--- config.mk ---
export PLATFORM = sky130hd
export DESIGN_NAME = cp1251_to_utf8_converter
export DESIGN_NICKNAME = d
export VERILOG_FILES = /design/src/rtl/core/c2u_pkg.sv /design/src/rtl/core/c2u_decode.sv /design/src/rtl/core/c2u_serializer.sv /design/src/rtl/core/cp1251_to_utf8_converter.sv
export SDC_FILE = /design/constraint.sdc
export NUM_CORES = 1
export LEC_CHECK = 0
export ABC_AREA = 1
export BUFFER_PORTS_ARGS = -buffer_cell sky130_fd_sc_hd__buf_2
export CAP_MARGIN = 20
export CORE_UTILIZATION = 50
export DETAILED_ROUTE_END_ITERATION = 8
export HOLD_SLACK_MARGIN = 0.06
export PLACE_DENSITY = 0.76
export SETUP_SLACK_MARGIN = 0.5
export SYNTH_ARGS = -nofsm -noshare
export SYNTH_HDL_FRONTEND = slang
export SYNTH_SLANG_ARGS = --single-unit
--- constraint.sdc ---
create_clock -name clk_i -period 2.9 [get_ports clk_i]
set_clock_uncertainty 0.1 [all_clocks]
set_input_delay 0.29 -clock clk_i [delete_from_list [all_inputs] [get_ports clk_i]]
set_output_delay 0.29 -clock clk_i [all_outputs]
set_load 0.02 [all_outputs]
--- src/rtl/core/c2u_pkg.sv ---
// Shared types, constants and the high-half code table of the converter.
// No dependencies.
`default_nettype none

package c2u_pkg;

  // String terminator byte, on input and on output
  localparam logic [7:0] NUL_BYTE = 8'h00;

  // One UTF-8 sequence, first byte in the low bits, with its byte count (0..3)
  typedef struct packed {
    logic [23:0] bytes;
    logic [1:0]  len;
  } seq_t;

  // Entries for source bytes 0x80..0xBF; 0x98 has no mapping
  localparam logic [23:0] HI_MAP_LO [0:63] = '{
    24'h0082D0, 24'h0083D0, 24'h9A80E2, 24'h0093D1,
    24'h9E80E2, 24'hA680E2, 24'hA080E2, 24'hA180E2,
    24'hAC82E2, 24'hB080E2, 24'h0089D0, 24'hB980E2,
    24'h008AD0, 24'h008CD0, 24'h008BD0, 24'h008FD0,
    24'h0092D1, 24'h9880E2, 24'h9980E2, 24'h9C80E2,
    24'h9D80E2, 24'hA280E2, 24'h9380E2, 24'h9480E2,
    24'h000000, 24'hA284E2, 24'h0099D1, 24'hBA80E2,
    24'h009AD1, 24'h009CD1, 24'h009BD1, 24'h009FD1,
    24'h00A0C2, 24'h008ED0, 24'h009ED1, 24'h0088D0,
    24'h00A4C2, 24'h0090D2, 24'h00A6C2, 24'h00A7C2,
    24'h0081D0, 24'h00A9C2, 24'h0084D0, 24'h00ABC2,
    24'h00ACC2, 24'h00ADC2, 24'h00AEC2, 24'h0087D0,
    24'h00B0C2, 24'h00B1C2, 24'h0086D0, 24'h0096D1,
    24'h0091D2, 24'h00B5C2, 24'h00B6C2, 24'h00B7C2,
    24'h0091D1, 24'h9684E2, 24'h0094D1, 24'h00BBC2,
    24'h0098D1, 24'h0085D0, 24'h0095D1, 24'h0097D1
  };

  // Look up the UTF-8 sequence of source byte {1, idx}
  function automatic logic [23:0] hi_map(input logic [6:0] idx);
    logic [23:0] entry;
    if (!idx[6]) begin
      entry = HI_MAP_LO[idx[5:0]];
    end else if (idx[5:4] != 2'b11) begin
      // Cyrillic capitals and first lower-case half: D0 90..D0 BF
      entry = {8'h00, {1'b0, idx} + 8'h50, 8'hD0};
    end else begin
      // Second lower-case half: D1 80..D1 8F
      entry = {8'h00, {1'b0, idx} + 8'h10, 8'hD1};
    end
    return entry;
  endfunction

endpackage

`default_nettype wire

--- src/rtl/core/c2u_decode.sv ---
// Source byte decode and per-string character count / limit state.
// Depends on c2u_pkg (sequence type, code table).
`default_nettype none

module c2u_decode #(
  parameter int COUNT_BITS = 16
) (
  input  wire logic              clk_i,
  input  wire logic              rst_ni,
  input  wire logic              accept_i,
  input  wire logic [7:0]        in_byte_i,
  input  wire logic [15:0]       max_chars_i,
  output c2u_pkg::seq_t          seq_o
);

  localparam int CmpW = (COUNT_BITS > 16) ? COUNT_BITS : 16;

  logic [COUNT_BITS-1:0] count_q, count_d;
  logic                  hit_q, hit_d;
  logic [CmpW-1:0]       count_ext, max_ext;
  logic                  hit_now;
  logic [23:0]           entry;
  c2u_pkg::seq_t         seq;

  assign count_ext = CmpW'(count_q);
  assign max_ext   = CmpW'(max_chars_i);
  assign hit_now   = hit_q || ((max_chars_i != 16'd0) && (count_ext >= max_ext));
  assign entry     = c2u_pkg::hi_map(in_byte_i[6:0]);

  // Map the byte to a sequence and work out the next count state
  always_comb begin
    seq     = '0;
    count_d = count_q;
    hit_d   = hit_q;
    if (in_byte_i == c2u_pkg::NUL_BYTE) begin
      seq.bytes = {16'h0000, c2u_pkg::NUL_BYTE};
      seq.len   = 2'd1;
      count_d   = '0;
      hit_d     = 1'b0;
    end else if (hit_now) begin
      // Drop until the terminator
      hit_d = 1'b1;
    end else begin
      if (!in_byte_i[7]) begin
        seq.bytes = {16'h0000, in_byte_i};
        seq.len   = 2'd1;
      end else if (entry != 24'd0) begin
        seq.bytes = entry;
        seq.len   = (entry[23:16] != 8'd0) ? 2'd3 : 2'd2;
      end
      // Count converted characters, saturating
      if ((seq.len != 2'd0) && (count_q != {COUNT_BITS{1'b1}})) begin
        count_d = count_q + 1'b1;
      end
    end
  end

  // Advance state on each accepted transfer
  always_ff @(posedge clk_i or negedge rst_ni) begin
    if (!rst_ni) begin
      count_q <= '0;
      hit_q   <= 1'b0;
    end else if (accept_i) begin
      count_q <= count_d;
      hit_q   <= hit_d;
    end
  end

  assign seq_o = seq;

endmodule

`default_nettype wire

--- src/rtl/core/c2u_serializer.sv ---
// Result register that sends a held UTF-8 sequence one byte per transfer.
// Depends on c2u_pkg (sequence type).
`default_nettype none

module c2u_serializer (
  input  wire logic          clk_i,
  input  wire logic          rst_ni,
  input  wire logic          load_i,
  input  wire c2u_pkg::seq_t seq_i,
  output logic               free_o,
  output logic               tvalid_o,
  input  wire logic          tready_i,
  output logic [7:0]         tdata_o,
  output logic               tlast_o
);

  logic [23:0] bytes_q, bytes_d;
  logic [1:0]  left_q, left_d;
  logic        take;

  assign tvalid_o = (left_q != 2'd0);
  assign tdata_o  = bytes_q[7:0];
  assign tlast_o  = (left_q == 2'd1);
  assign take     = tvalid_o && tready_i;
  // Free when empty or when the final byte leaves this cycle
  assign free_o   = (left_q == 2'd0) || (tlast_o && tready_i);

  // Load a new sequence or shift out the byte just taken
  always_comb begin
    bytes_d = bytes_q;
    left_d  = left_q;
    if (load_i) begin
      bytes_d = seq_i.bytes;
      left_d  = seq_i.len;
    end else if (take) begin
      bytes_d = {8'h00, bytes_q[23:8]};
      left_d  = left_q - 2'd1;
    end
  end

  always_ff @(posedge clk_i or negedge rst_ni) begin
    if (!rst_ni) begin
      left_q <= 2'd0;
    end else begin
      left_q <= left_d;
    end
  end

  // Hold payload; no reset needed
  always_ff @(posedge clk_i) begin
    bytes_q <= bytes_d;
  end

endmodule

`default_nettype wire

--- src/rtl/core/cp1251_to_utf8_converter.sv ---
// Top level of the Windows-1251 to UTF-8 stream converter.
// Depends on c2u_pkg, c2u_decode and c2u_serializer.
//
//   channel   dir  handshake          payload
//   s_axis    in   tvalid/tready      tdata[7:0] = in_byte
//   m_axis    out  tvalid/tready      tdata[7:0] = out_byte, tlast = last
//   cfg       in   cfg_we_i           cfg_wdata_i[15:0] = max_chars
//
// Results appear in the cycle after the input transfer, one byte per
// cycle while m_axis_tready is high; the output register sets the rate.
// An item stays there until its last byte is taken; ASCII and the
// terminator have one byte, others two or three, dropped items none.
// Reset clears the character count, the limit flag, max_chars and the output.
// s_axis_tready is low while a sequence waits, except when its final byte
// is taken in that cycle.
`default_nettype none

module cp1251_to_utf8_converter #(
  parameter int COUNT_BITS = 16
) (
  input  wire logic        clk_i,
  input  wire logic        rst_ni,
  input  wire logic        cfg_we_i,
  input  wire logic [15:0] cfg_wdata_i,
  input  wire logic        s_axis_tvalid,
  output logic             s_axis_tready,
  input  wire logic [7:0]  s_axis_tdata,   // [7:0] in_byte
  output logic             m_axis_tvalid,
  input  wire logic        m_axis_tready,
  output logic [7:0]       m_axis_tdata,   // [7:0] out_byte
  output logic             m_axis_tlast
);

  logic [15:0]   max_chars_q;
  logic          accept;
  logic          free;
  c2u_pkg::seq_t seq;

  // Hold the character limit register
  always_ff @(posedge clk_i or negedge rst_ni) begin
    if (!rst_ni) begin
      max_chars_q <= 16'd0;
    end else if (cfg_we_i) begin
      max_chars_q <= cfg_wdata_i;
    end
  end

  assign s_axis_tready = free;
  assign accept        = s_axis_tvalid && free;

  c2u_decode #(
    .COUNT_BITS (COUNT_BITS)
  ) u_decode (
    .clk_i       (clk_i),
    .rst_ni      (rst_ni),
    .accept_i    (accept),
    .in_byte_i   (s_axis_tdata),
    .max_chars_i (max_chars_q),
    .seq_o       (seq)
  );

  c2u_serializer u_serializer (
    .clk_i    (clk_i),
    .rst_ni   (rst_ni),
    .load_i   (accept),
    .seq_i    (seq),
    .free_o   (free),
    .tvalid_o (m_axis_tvalid),
    .tready_i (m_axis_tready),
    .tdata_o  (m_axis_tdata),
    .tlast_o  (m_axis_tlast)
  );

endmodule

`default_nettype wire

* Word level (Yosys, flattened, before mapping) *
Memories as Yosys holds them, arrays and structs flattened.
Cells that the tools add are included.

storage, ports and cells
  bits of input ports = 29
  bits in read-only memories = 1536
  memories kept = 1
  output and inout port bits = 11
  word-level logic and storage cells = 56
  flip-flop bits (word level) = 59

memory list
  name              words  bits a word  read ports  clocked after Yosys merged registers in  wr ports  RTL line       RTL
  (name not given)  64     24           1           0                                        0         c2u_pkg.sv:40  entry = HI_MAP_LO[idx[5:0]];

cells by class
  equality and inequality tests = 4
  bitwise gates (word level) = 1
  $add $sub $neg = 4
  $lt $le $gt $ge = 2
  reduce and logical (&&, ||, !) cells = 19
  mux-type cells = 20

operators by type and width
  cell                                                                   number
  26-bit two-way mux                                                     6
  24-bit two-way mux                                                     5
  16-bit two-way mux                                                     4
  24-bit nonzero test                                                    1
  16-bit by 1-bit adder with 16-bit output, second input constant        1
  16-bit >= comparator                                                   1
  16-bit inequality test, second input constant                          1
  16-bit nonzero test                                                    1
  2-bit nonzero test                                                     5
  7-bit by 5-bit adder with 8-bit output, second input constant          1
  7-bit by 7-bit adder with 8-bit output, second input constant          1
  8-bit logical NOT                                                      1
  8-bit nonzero test                                                     1
  7-bit >= comparator, second input constant                             1
  6-bit NOT with 7-bit output                                            1
  1-bit logical AND                                                      5
  2-bit two-way mux                                                      2
  2-bit inequality test, second input constant                           2
  1-bit two-way mux                                                      3
  3-bit AND reduction                                                    1
  2-bit by 1-bit equality test with 1-bit output, second input constant  1
  2-bit logical NOT                                                      1
  1-bit logical OR                                                       2
  2-bit AND reduction                                                    1
  2-bit by 1-bit subtractor with 2-bit output, second input constant     1

* Longest topological paths before layout *
  depth after elaboration = 16
  gate-level depth with buffers = 18
  depth with buffers taken out = 17

* By module *
Synthesis repeated with hierarchy kept, for this count alone.

second synthesis, totals
  cells, all modules = 682
  area total of the unflattened synthesis = 4875.9 sq um

modules (own cells, without submodules)
  module                    times used  area each (sq um)  cells an instance  sequential area each (sq um)
  c2u_decode                1           3014.1             490                425.4
  c2u_serializer            1           1209.9             122                770.7
  cp1251_to_utf8_converter  1           651.9              70                 400.4

* Worst setup path after synthesis *
No wires, ideal clock.

  path kind = flip-flop to flip-flop
  from = register u_decode.count_q[15], in the netlist u_decode.count_ext[15]
  to = register u_serializer.bytes_q[1], data pin
  setup slack = 707 ps
  cell stages (with the launch flop) = 14
  setup time = 158 ps
  required time = 2642 ps
  path buffers = 1
  clock period less this slack = 2193 ps
  arrival time = 1935 ps
  cells stage by stage = dfrtp_1 > ha_1 > nand2_1 > inv_1 > nand3_1 > inv_1 > a21oi_1 > nand3_1 > nand2_1 > nand2_1 > nor2_1 > nand2_1 > buf_4 > o211ai_1

between the ends
  word-level cells in the longest chain between the ends = 6

RTL lines
  what                         RTL line              RTL
  from (decl)                  c2u_decode.sv:18      logic [COUNT_BITS-1:0] count_q, count_d;
  from (signal assigned)       c2u_decode.sv:64      count_q <= count_d;
  16-bit >= comparator         c2u_decode.sv:27      assign hit_now = hit_q || ((max_chars_i != 16'd0) && (count_ext >= max_ext));
  1-bit logical AND            c2u_decode.sv:27
  1-bit logical OR             c2u_decode.sv:27
  26-bit two-way mux           c2u_decode.sv:40      end else if (hit_now) begin
  26-bit two-way mux           c2u_decode.sv:35      if (in_byte_i == c2u_pkg::NUL_BYTE) begin
  24-bit two-way mux           c2u_serializer.sv:32  if (load_i) begin
  net u_serializer.bytes_d[1]  c2u_serializer.sv:17  logic [23:0] bytes_q, bytes_d;
  to (signal assigned)         c2u_serializer.sv:51  bytes_q <= bytes_d;
  to (decl)                    c2u_serializer.sv:17

The timed path passes the listed nets, and every way through them passes these cells.
A chain may end at the register's enable or synchronous reset.

* Final worst setup path *
  from = register u_decode.count_q[7], in the netlist u_decode.count_ext[7]
  to = register u_serializer.bytes_q[1], data pin

The elaborated chain is that of the path after synthesis.

==> impl_metrics.toml <==
[run_status]
outcome = "finished clean"

[cells_and_area]
fin_nets = 731
drive_gt1_share_pct = 16.4
n_fill_cell = 729
multi_input_area_sq_um = 2460
diodes = 0
final-seq-area_sq_um = 1570
area_growth_syn_to_layout_pct = 17.8

[critical_path]
criticalPathCategory = "reg2reg"
arrival_ns = 2.44
rr_worst_depth = 12
cp-start-kind = "flop"
crit_fanout = 7
worstSetupEndpointType = "flop"
reg2reg_slack_ns = 0.54
r2r_start = "u_decode.count_ext[7]$_DFFE_PN0P_"
cp.required_ns = 2.97
reg2reg_to = "u_serializer.bytes_q[1]$_DFFE_PP_"

[job]
maxCapViolations = 0

[global_route]
grt.overflow.total = 0
grt_pass1_vias = 4103
grt_max_degree = 36
grt_pass1_wl_um = 20000
grtUsageTotal_pct = 29.1
grt_antenna_before_repair = 0

[sta]
min_period_ns = 2.36
hold_ws_ns = 0.0783
setup_viol_count_final = 0
rsz0062_at_grt = "true"
maxSlewViolCount = 0
min_period_over_period_pct = 81.5
hold_viol_final = 0
relSlewSlack_pct = 47.6
tightest_slew_ns = 0.787
fin_tns_setup_ns = 0
max_freq_ghz = 0.423

[drt]
wl_um = 12800
wire_per_inst_um = 16.4
vias = 4466
viasPerCell = 5.71
ant_nets = 0
dr.pass1.iters = 6
drcViolationCount = 0
drtIter0Drc = 427

[pwr]
pwr_density_cell_nw_per_um2 = 585
leakage_nw = 2.51
ir_worst_vdd_uv = 416
total_power_w = 0.00301

[die]
die_h_um = 95.5
core_sq_um = 8340
row_count = 33
start_util_pct = 52.4
ios = 40
dieArea_sq_um = 9120
chipWidth_um = 95.5

[synthesis]
synthCells = 611
synth.cell_area_sq_um = 4370
ys_warn_count = 0
yosysSeqAreaShare_pct = 35.9
synth.avg_cell_area_sq_um = 7.15
synth-seq-cells = 58
synth-main-ff-cell = "dfrtp_1"
synth_cell_types = 37
syn_nets = 670
synth_edf_count = 23
synthArstFlopShare_pct = 60.3

[cts]
cts_sinks = 58
clockRootBuffer = "clkbuf_8"
clkLatencyLatePin_ns = 0.34
h-tree-depth = 3
clkTransAtPathRegs_ns = 0.07
cts_max_path_buffers = 2
tritoncts = "built"
cts_made_buffers = 9

[place]
place_congestion = 0.979
post-dp-hpwl_um = 9050
io_buffers = 39

[worst_hold_path]
hold_start = "cfg_wdata_i[12]"
hold_path.class = "in2reg"
hold_end = "max_chars_q[12]$_DFFE_PN0P_"
min_path_cells = 3
logic make-up after synthesis:
logic type / count (synthesis) / synth area share (%)
xor gates and xnor gates: 12 / 2.41
muxes: 1 / 0.258
and+or+nand+nor: 330 / 32.0
DFF: 58 / 35.9
buffers and inverters: 92 / 9.62
adders and majority gates: 30 / 8.59
AOI/OAI and AO/OA: 88 / 11.3
placed cells by master (no fill, tap or decap), types with 5 or more instances in the layout:
cell type / count
clkbuf_8: 11
buf_4: 27
nand2_1: 170
nand3_1: 68
nor2_1: 57
buf_2: 37
o211ai_1: 6
o21ai_1: 6
ha_1: 27
nand4_1: 7
nor3_1: 10
xor2_1: 11
dfrtp_1: 30
dfrtp_2: 5
inv_1: 53
o21ai_0: 38
dlygate4sd3_1: 13
a21oi_1: 22
edfxtp_1: 23
Yosys cell counts, types with 3 or more instances:
cell type	number	area (sq um)
nand2_1	173	649
nand3_1	68	340
nor2_1	60	225
inv_1	55	206
o21ai_0	40	200
dfrtp_1	35	876
ha_1	30	375
a21oi_1	24	120
edfxtp_1	23	691
buf_4	16	120
nor3_1	12	60.1
xor2_1	11	96.3
clkbuf_1	7	26.3
nand4_1	7	43.8
buf_2	6	30.0
o211ai_1	6	45.0
clkinv_1	4	15.0
nor4_1	4	25.0
o21ai_1	4	20.0
a31oi_1	3	18.8
inv_2	3	11.3
critical path, stage by stage (launching register included):
cell and delay, ns:
dfrtp_2 0.44, ha_1 0.30, a21oi_1 0.17, o21a_1 0.17
nand2_1 0.06, nand2_1 0.05, nand3_1 0.08, nand2_2 0.12
nand2_4 0.09, nor2_4 0.20, nand2_2 0.07, buf_4 0.16
o211ai_1 0.19
how the worst max path moves through the flow:
stage | start | endpoint | slack, ns | cells past startpoint
2_1_floorplan | u_decode.count_ext[15]$_DFFE_PN0P_ | u_serializer.bytes_q[1]$_DFFE_PP_ | 0.71 | 13
3_3_place_gp | s_axis_tdata[0] | u_serializer.bytes_q[1]$_DFFE_PP_ | 0.30 | 14
3_5_place_dp | s_axis_tdata[0] | u_decode.count_ext[0]$_DFFE_PN0P_ | 0.29 | 15
4_1_cts | u_decode.count_ext[1]$_DFFE_PN0P_ | u_serializer.bytes_q[0]$_DFFE_PP_ | 0.55 | 13
5_1_grt | u_decode.count_ext[7]$_DFFE_PN0P_ | u_serializer.bytes_q[1]$_DFFE_PP_ | 0.42 | 12
6_report | u_decode.count_ext[7]$_DFFE_PN0P_ | u_serializer.bytes_q[1]$_DFFE_PP_ | 0.54 | 12
final cells by class:
type | instances | share of cell area [%]
clock inverters | 3 | 0.340
clock buffers | 13 | 3.50
well taps | 105 | 2.55
multi-input cells | 461 | 47.7
flip-flops and latches | 58 | 30.5
inverters | 62 | 4.59
repair buffers | 80 | 10.7
power by group:
group / switching (W) / internal [W] / leakage, nW / total, W
clock: 0.000334 / 0.000409 / 0.105 / 0.000742
sequential: 0.0000927 / 0.00111 / 0.676 / 0.00120
combinational: 0.000686 / 0.000384 / 1.73 / 0.00107
total: 0.00111 / 0.00190 / 2.51 / 0.00301
layer usage:
layer | share of wire [%] | vias up | global-route usage, % | routed length [um]
met2 | 44 | 219 | 42.4 | 5590
met4 | 2.1 | 0 | 12.3 | 267
met3 | 8.3 | 29 | 5.74 | 1060
met5 | 0 | - | 0 | 0
met1 | 46 | 2075 | 41.7 | 5870
li1 | - | 2143 | - | -
metrics by stage:
stage / area [sq um] / utilization (%) / worst slack (ns) / std cells
final: 5150 / 61.7 / 0.536 / 782
after global routing: 5150 / 61.7 / 0.421 / 782
after CTS: 5000 / 59.9 / 0.550 / 772
after detailed placement: 4660 / 55.8 / 0.288 / 743
after global placement: 4660 / 55.8 / 0.299 / 743
after floorplan: 4370 / - / 0.707 / 611
registers in the layout, indices dropped and copies added (netlist names):
signal	count
u_serializer.bytes_q	23
u_serializer.left_q	2
max_chars_q	16
u_decode.count_ext	16
u_decode.hit_q	1
timing repair:
item | in CTS | in global routing
setup endpoints to repair | 20 | 39
hold buffers | 13 | 0
setup buffers | 0 | 10
endpoints found under the hold margin | 47 | 0
gates resized for setup | 4 | 24
pin swaps | 0 | 2
Note: power is estimated with default switching activity, not from simulation.
